$ cat src/rtl/ascdf_pkg.sv
// ----------------------------------------------------------------------------
// ascdf_pkg
// Shared types and constants for the ASCII decimal field adder.
// ----------------------------------------------------------------------------
package ascdf_pkg;

   localparam int MAX_LEN_DEF = 16;

   localparam logic [7:0] CHAR_SPACE = 8'h20;
   localparam logic [7:0] CHAR_ZERO  = 8'h30;
   localparam logic [7:0] CHAR_NINE  = 8'h39;
   localparam logic [3:0] RADIX      = 4'd10;

   // Reciprocal of ten, exact for every 16-bit magnitude after a shift by 19
   localparam logic [15:0] RECIP_TEN = 16'hCCCD;
   localparam int          RECIP_SH  = 19;

   typedef struct packed {
      logic [7:0]         char_in;
      logic signed [15:0] addend;
      logic               char_last;
   } req_type;

   typedef struct packed {
      logic [7:0] char_out;
      logic       field_ok;
      logic       out_last;
   } rsp_type;

endpackage

$ cat src/rtl/ascii_decimal_field_add.sv
// ----------------------------------------------------------------------------
// ascii_decimal_field_add
// Collects an ASCII decimal field one character per item, adds a signed
// value to it digit by digit from the right and streams the field back.
// ----------------------------------------------------------------------------
// A non-final item is stored while idle. A final item walks each
// touched digit (store read, then write back), 1 to MAX_LEN digits, none for
// an invalid field; results then follow one per cycle, the first after the
// emit state and the strobe register. Items are refused while busy, which
// is high through the walk and the emit. Results cannot be stalled. Synchronous
// reset empties the field and returns to idle; store contents are not cleared.
module ascii_decimal_field_add #(
   parameter int MAX_LEN = ascdf_pkg::MAX_LEN_DEF
) (
   input  logic               clock,
   input  logic               reset,
   input  logic               start,
   output logic               busy,
   input  ascdf_pkg::req_type req_item,
   output logic               rsp_strobe,
   output ascdf_pkg::rsp_type rsp_item
);

   localparam int AW = (MAX_LEN > 1) ? $clog2(MAX_LEN) : 1;
   localparam int LW = $clog2(MAX_LEN + 1);

   typedef enum logic [3:0] {
      ST_IDLE    = 4'b0001,
      ST_WALK_RD = 4'b0010,
      ST_WALK_WR = 4'b0100,
      ST_EMIT    = 4'b1000
   } state_type;

   state_type   state_ff, state_in;
   logic [LW-1:0] length_ff, length_in;
   logic        seen_ff, seen_in;
   logic        bad_ff, bad_in;
   logic        ok_ff, ok_in;
   logic        neg_ff, neg_in;
   logic [15:0] mag_ff, mag_in;
   logic [AW-1:0] pos_ff, pos_in;
   logic        pend_ff, pend_in;
   logic        pend_last_ff, pend_last_in;
   logic        pend_ok_ff, pend_ok_in;

   logic        accept;
   logic        has_room;
   logic        is_digit;
   logic        seen_nx;
   logic        bad_nx;
   logic [LW-1:0] length_nx;
   logic [15:0] add_mag;
   logic        wr_en;
   logic [AW-1:0] wr_addr;
   logic [7:0]  wr_data;
   logic [AW-1:0] rd_addr;
   logic [7:0]  rd_data;
   logic [7:0]  step_char;
   logic [15:0] step_mag;
   logic        emit_end;

   assign busy   = (state_ff != ST_IDLE);
   assign accept = start && !busy;

   ascdf_store #(
      .MAX_LEN (MAX_LEN),
      .AW      (AW)
   ) u_store (
      .clock   (clock),
      .wr_en   (wr_en),
      .wr_addr (wr_addr),
      .wr_data (wr_data),
      .rd_addr (rd_addr),
      .rd_data (rd_data)
   );

   ascdf_digit u_digit (
      .neg      (neg_ff),
      .mag      (mag_ff),
      .char_in  (rd_data),
      .char_out (step_char),
      .mag_next (step_mag)
   );

   always_comb begin
      has_room  = (length_ff < LW'(MAX_LEN));
      is_digit  = (req_item.char_in >= ascdf_pkg::CHAR_ZERO) &&
                  (req_item.char_in <= ascdf_pkg::CHAR_NINE);
      seen_nx   = seen_ff;
      bad_nx    = bad_ff;
      length_nx = length_ff;
      if (has_room) begin
         length_nx = length_ff + LW'(1);
         if (req_item.char_in == ascdf_pkg::CHAR_SPACE) begin
            if (seen_ff) begin
               bad_nx = 1'b1;
            end
         end else begin
            seen_nx = 1'b1;
            if (!is_digit) begin
               bad_nx = 1'b1;
            end
         end
      end else begin
         bad_nx = 1'b1;
      end
      add_mag  = req_item.addend[15] ? 16'(~req_item.addend + 16'sd1)
                                     : 16'(req_item.addend);
      emit_end = ((LW'(pos_ff) + LW'(1)) == length_ff);
   end

   always_comb begin
      state_in     = state_ff;
      length_in    = length_ff;
      seen_in      = seen_ff;
      bad_in       = bad_ff;
      ok_in        = ok_ff;
      neg_in       = neg_ff;
      mag_in       = mag_ff;
      pos_in       = pos_ff;
      pend_in      = 1'b0;
      pend_last_in = pend_last_ff;
      pend_ok_in   = pend_ok_ff;
      wr_en        = 1'b0;
      wr_addr      = pos_ff;
      wr_data      = step_char;
      rd_addr      = pos_ff;

      unique case (state_ff)
         ST_IDLE: begin
            if (accept) begin
               wr_en   = has_room;
               wr_addr = length_ff[AW-1:0];
               wr_data = req_item.char_in;
               length_in = length_nx;
               if (req_item.char_last) begin
                  ok_in   = !bad_nx && seen_nx;
                  seen_in = 1'b0;
                  bad_in  = 1'b0;
                  neg_in  = req_item.addend[15];
                  mag_in  = add_mag;
                  if (!bad_nx && seen_nx) begin
                     pos_in   = AW'(length_nx - LW'(1));
                     state_in = ST_WALK_RD;
                  end else begin
                     pos_in   = '0;
                     state_in = ST_EMIT;
                  end
               end else begin
                  seen_in = seen_nx;
                  bad_in  = bad_nx;
               end
            end
         end
         ST_WALK_RD: begin
            state_in = ST_WALK_WR;
         end
         ST_WALK_WR: begin
            wr_en  = 1'b1;
            mag_in = step_mag;
            // stop once nothing carries on, or at the left end
            if (step_mag == 16'd0 || pos_ff == '0) begin
               pos_in   = '0;
               state_in = ST_EMIT;
            end else begin
               pos_in   = pos_ff - AW'(1);
               state_in = ST_WALK_RD;
            end
         end
         ST_EMIT: begin
            pend_in      = 1'b1;
            pend_last_in = emit_end;
            pend_ok_in   = ok_ff;
            if (emit_end) begin
               length_in = '0;
               state_in  = ST_IDLE;
            end else begin
               pos_in = pos_ff + AW'(1);
            end
         end
         default: begin
            state_in = ST_IDLE;
         end
      endcase
   end

   always_ff @(posedge clock) begin
      if (reset) begin
         state_ff  <= ST_IDLE;
         length_ff <= '0;
         seen_ff   <= 1'b0;
         bad_ff    <= 1'b0;
         pend_ff   <= 1'b0;
      end else begin
         state_ff  <= state_in;
         length_ff <= length_in;
         seen_ff   <= seen_in;
         bad_ff    <= bad_in;
         pend_ff   <= pend_in;
      end
   end

   always_ff @(posedge clock) begin
      ok_ff        <= ok_in;
      neg_ff       <= neg_in;
      mag_ff       <= mag_in;
      pos_ff       <= pos_in;
      pend_last_ff <= pend_last_in;
      pend_ok_ff   <= pend_ok_in;
   end

   assign rsp_strobe        = pend_ff;
   assign rsp_item.char_out = rd_data;
   assign rsp_item.field_ok = pend_ok_ff;
   assign rsp_item.out_last = pend_last_ff;

`ifndef SYNTHESIS
   a_emit_contiguous: assert property (@(posedge clock) disable iff (reset)
      rsp_strobe && !rsp_item.out_last |=> rsp_strobe)
      else $error("result stream broke before its final item");

   a_gap_after_last: assert property (@(posedge clock) disable iff (reset)
      rsp_strobe && rsp_item.out_last |=> !rsp_strobe)
      else $error("result after the final item of a field");

   a_busy_after_close: assert property (@(posedge clock) disable iff (reset)
      accept && req_item.char_last |=> busy)
      else $error("closing item did not start the walk or emit");

   a_quiet_walk: assert property (@(posedge clock) disable iff (reset)
      (state_ff == ST_WALK_RD || state_ff == ST_WALK_WR) |-> !rsp_strobe)
      else $error("result strobe during the digit walk");
`endif

endmodule

$ cat src/rtl/ascdf_store.sv
// ----------------------------------------------------------------------------
// ascdf_store
// Character store: one write port and one registered read port.
// ----------------------------------------------------------------------------
module ascdf_store #(
   parameter int MAX_LEN = ascdf_pkg::MAX_LEN_DEF,
   parameter int AW      = 4
) (
   input  logic          clock,
   input  logic          wr_en,
   input  logic [AW-1:0] wr_addr,
   input  logic [7:0]    wr_data,
   input  logic [AW-1:0] rd_addr,
   output logic [7:0]    rd_data
);

   logic [7:0] mem [MAX_LEN];
   logic [7:0] rd_data_ff;

   always_ff @(posedge clock) begin
      if (wr_en) begin
         mem[wr_addr] <= wr_data;
      end
   end

   always_ff @(posedge clock) begin
      rd_data_ff <= mem[rd_addr];
   end

   assign rd_data = rd_data_ff;

endmodule

$ cat src/rtl/ascdf_digit.sv
// ----------------------------------------------------------------------------
// ascdf_digit
// One decimal digit step: adds or subtracts the low digit of the remaining
// magnitude to one character and returns the carried-on magnitude.
// ----------------------------------------------------------------------------
module ascdf_digit (
   input  logic        neg,
   input  logic [15:0] mag,
   input  logic [7:0]  char_in,
   output logic [7:0]  char_out,
   output logic [15:0] mag_next
);

   logic [31:0] prod;
   logic [15:0] quot;
   logic [15:0] quot_x10;
   logic [3:0]  rem;
   logic [3:0]  dig;
   logic [4:0]  sum;
   logic        cy;
   logic [3:0]  res;

   always_comb begin
      prod     = mag * ascdf_pkg::RECIP_TEN;
      quot     = 16'(prod >> ascdf_pkg::RECIP_SH);
      quot_x10 = 16'((quot << 3) + (quot << 1));
      rem      = 4'(mag - quot_x10);
      // a space counts as zero
      dig      = (char_in == ascdf_pkg::CHAR_SPACE) ? 4'd0 : char_in[3:0];
      if (!neg) begin
         sum = {1'b0, dig} + {1'b0, rem};
         cy  = (sum > {1'b0, ascdf_pkg::RADIX - 4'd1});
         res = cy ? 4'(sum - {1'b0, ascdf_pkg::RADIX}) : sum[3:0];
      end else begin
         sum = {1'b0, dig} - {1'b0, rem};
         cy  = (dig < rem);
         res = cy ? 4'(dig + ascdf_pkg::RADIX - rem) : sum[3:0];
      end
      char_out = ascdf_pkg::CHAR_ZERO | {4'd0, res};
      mag_next = quot + {15'd0, cy};
   end

endmodule
$ cat config.mk
export PLATFORM = sky130hd
export DESIGN_NAME = ascii_decimal_field_add
export DESIGN_NICKNAME = d
export VERILOG_FILES = /design/src/rtl/ascdf_pkg.sv /design/src/rtl/ascii_decimal_field_add.sv /design/src/rtl/ascdf_store.sv /design/src/rtl/ascdf_digit.sv
export SDC_FILE = /design/constraint.sdc
export NUM_CORES = 1
export LEC_CHECK = 0
export ABC_AREA = 1
export ABC_CLOCK_PERIOD_IN_PS = 17300
export BUFFER_PORTS_ARGS = -buffer_cell sky130_fd_sc_hd__buf_2
export CORE_ASPECT_RATIO = 1.5
export CORE_MARGIN = 2
export CORE_UTILIZATION = 60
export CTS_BUF_LIST = sky130_fd_sc_hd__clkbuf_4 sky130_fd_sc_hd__clkbuf_8 sky130_fd_sc_hd__clkbuf_16
export DETAILED_ROUTE_END_ITERATION = 12
export GPL_TIMING_DRIVEN = 0
export PLACE_DENSITY_LB_ADDON = 0.05
export SYNTH_ARGS = -nofsm -noshare
export SYNTH_HDL_FRONTEND = slang
export SYNTH_SLANG_ARGS = --single-unit
export TNS_END_PERCENT = 5
$ cat constraint.sdc
create_clock -name clock -period 17.3 [get_ports clock]
set_input_delay 0.865 -clock clock [delete_from_list [all_inputs] [get_ports clock]]
set_output_delay 0.865 -clock clock [all_outputs]
set_load 0.01 [all_outputs]
==> summary.md <==
| Metric | Value |
|---|---|
| Sink Count | `172` |
| Worst path buffer plus inverter count | `10` |
| RSZ-0062 raised after global routing | `false` |
| Share of cells above drive strength 1 | `0.0816` |
| Reg area | `4960 sq um` |
| Die Width | `129 um` |
| Worst-margin pin slew | `1270 ps` |
| Post-CTS setup buffer count | `0` |
| Nets | `1944` |
| Slew HR | `0.148` |
| Post-synth EDFFs | `152` |
| WL per Instance | `19.9 um` |
| PortBufs | `38` |
| Post-CTS Hold Fix Bufs | `0` |
| Status | `complete, no violations` |
| CP Capture Type | `flop` |
| Row count | `68` |
| Starting Density | `0.611` |
| Crit path max-delay family | `adder cells` |
| # fillers | `1975` |
| Die Ht | `192 um` |
| Critical Path RT | `17470 ps` |
| Synth Area per Inst | `between 8 and 9 sq um` |
| Clk_skew | `7.36 ps` |
| Netlist cell types | `47` |
| Final setup viols | `0` |
| Max-cap violations | `0` |
| Hold Crit Class | `reg2reg` |
| #FFs+latches synth | `between 150 and 200` |
| H-tree Lvls | `4` |
| Routability cong. | `about 0.96` |
| Crit Path Max Fanout | `6` |
| Initial antenna violation count | `0` |
| Crit path DAT | `10090 ps` |
| Longest Clk Path Bufs | `2` |
| GR Layer Usage met1 | `0.308` |
| GR Util met3 | `0.0565` |
| Post-Route WL | `40000 um` |
| Multi-input gate area | `7750 sq um` |
| FMAX | `101 MHz` |
| Crit share post-route | `0.573` |
| Vias in the first global route | `between 10000 and 15000` |
| Placeable Area | `23100 sq um` |
| Initial drt markers | `863` |
| 1st-pass router iterations | `8` |
| Antenna fix cells | `0` |
| CP Class | `reg2reg` |
| YS warnings | `0` |
| Pin count of the biggest net entering global routing | `17` |
| Max incr delay on CP | `590 ps` |
| Drt via density | `5.57` |
| Grt total ovfl | `0` |
| Global-route wire length before repair | `between 60000 and 70000 um` |
| Sequential-to-total area share from yosys stat | `0.353` |
| Cts bufs inserted | `17` |
| Final hold vios | `0` |
| Gate Count Post-Synth | `1621` |
| Cell area after synthesis | `14100 sq um` |
| CTS tree | `done` |
| Setup TNS | `0 ps` |
| Resize count post-CTS | `0` |
| Layout area overhead | `8.58%` |
| Max Slew Vio Count | `0` |
| Post-DRT Antenna Nets | `0` |
| Num ports | `40` |
| CTS root buffer | `clkbuf_16` |
| Busiest metal layer after global routing | `met2` |
| CP startpoint kind | `flop` |
| Slowest stage cell, crit path | `fa_1` |
| Synth Net Count | `1886` |
| Final min period | `9920 ps` |
| Worst-path clk slew | `about 70 ps` |
| Vias | `11200` |
| Worst-Skew Late Latency | `around 430 ps` |
| HPWL Detailed | `32300 um` |
| Post-synth ARST share | `0` |
| GRT Total Usage | `0.335` |
| Die Area | `24700 sq um` |
| # DRC | `0` |
| Most frequent CP cell | `nand2_1` |
| Ys flop type | `edfxtp_1` |
| Met2 Resource Use GR | `0.636` |
-- cells in the mapped netlist, types with 17 or more instances --
cell type  number  area (sq um)
nand2_2        17           106
xor2_1         22           193
nor2_1        170           638
fa_1           84          1680
nand2_1       274          1030
nand3_1        56           280
o22ai_1        40           250
xnor2_1        19           166
a21oi_1        40           200
dfxtp_1        20           400
edfxtp_1      152          4560
inv_1         313          1170
o21ai_0       113           566
ha_1          153          1910
clkbuf_1       32           120
-- kinds of logic after synthesis --
logic type                 count (synthesis)  synth area share
AOI/OAI and AO/OA                        220            0.0865
xor gates and xnor gates                  41            0.0255
adders and majority gates                237             0.255
buffers and inverters                    365            0.0979
DFF                                      172             0.353
and+or+nand+nor                          586             0.182
-- layout make-up --
class                   instances  area share
well taps                     315      0.0258
clock inverters                13      0.0104
repair buffers                 39      0.0132
clock buffers                  19      0.0288
inverters                     326      0.0800
multi-input cells            1084       0.507
flip-flops and latches        172       0.325
plain buffers                  39      0.0101
-- final timing paths --
path | end | depth (start not counted) | slack [ps] | from
max | pos_ff[0] | 46 | 7380 | mag_ff[8]
max reg2reg | pos_ff[0] | 46 | 7380 | mag_ff[8]
min reg2reg | pend_ok_ff | 0 | 440 | ok_ff
min | pend_ok_ff | 0 | 440 | ok_ff
-- cells in the final DEF, fill, tap and decap left out, types with 5 or more instances in the layout --
cell	instances
a21oi_1	40
buf_2	39
clkbuf_1	32
clkbuf_16	17
clkinv_1	5
dfxtp_1	20
edfxtp_1	152
fa_1	84
ha_1	153
inv_1	313
inv_2	8
nand2_1	274
nand2_2	17
nand3_1	56
nand3_2	8
nand4_1	11
nor2_1	170
nor2_2	16
nor2_4	5
nor3_1	15
o21ai_0	113
o22ai_1	40
xnor2_1	19
xor2_1	22
-- flip-flops by register name, summed over array words and instances, names as in the netlist, 4 cells and up --
signal           cells
mag_ff              16
u_store.rd_data      8
length_ff            5
state_ff             4
pos_ff               4
u_store.mem        128
-- worst reg2reg max path: cells and delay by family, from the launching register on --
kind | cells | cell delay, ps
AND/OR/NAND/NOR | 19 | 2220
flip-flops | 1 | 530
adder cells (fa/ha/maj) | 11 | 4760
buffers and inverters | 10 | 920
XOR/XNOR | 2 | 480
AO/OA/AOI/OAI | 4 | 740
-- stage by stage --
step | instance area (sq um) | hold slack (ps) | worst slack, ps | util | std cells
2_1_floorplan | 14100 | 400 | 9070 | - | 1621
3_3_place_gp | 14700 | 423 | 7650 | 0.636 | 1974
3_5_place_dp | 14700 | 422 | 7610 | 0.637 | 1975
4_1_cts | 15300 | 437 | 7530 | 0.663 | 2007
5_1_grt | 15300 | 450 | 6820 | 0.663 | 2007
6_report | 15300 | 439 | 7380 | 0.663 | 2007
-- routing by layer --
metal	vias up	share of wire
met2	338	0.54
met4	0	0.090
met5	-	0
li1	5351	-
met1	5328	0.33
met3	165	0.041
Power is not shown: default switching activity piles up to over one toggle a cycle in this logic, so the estimate is an artifact.
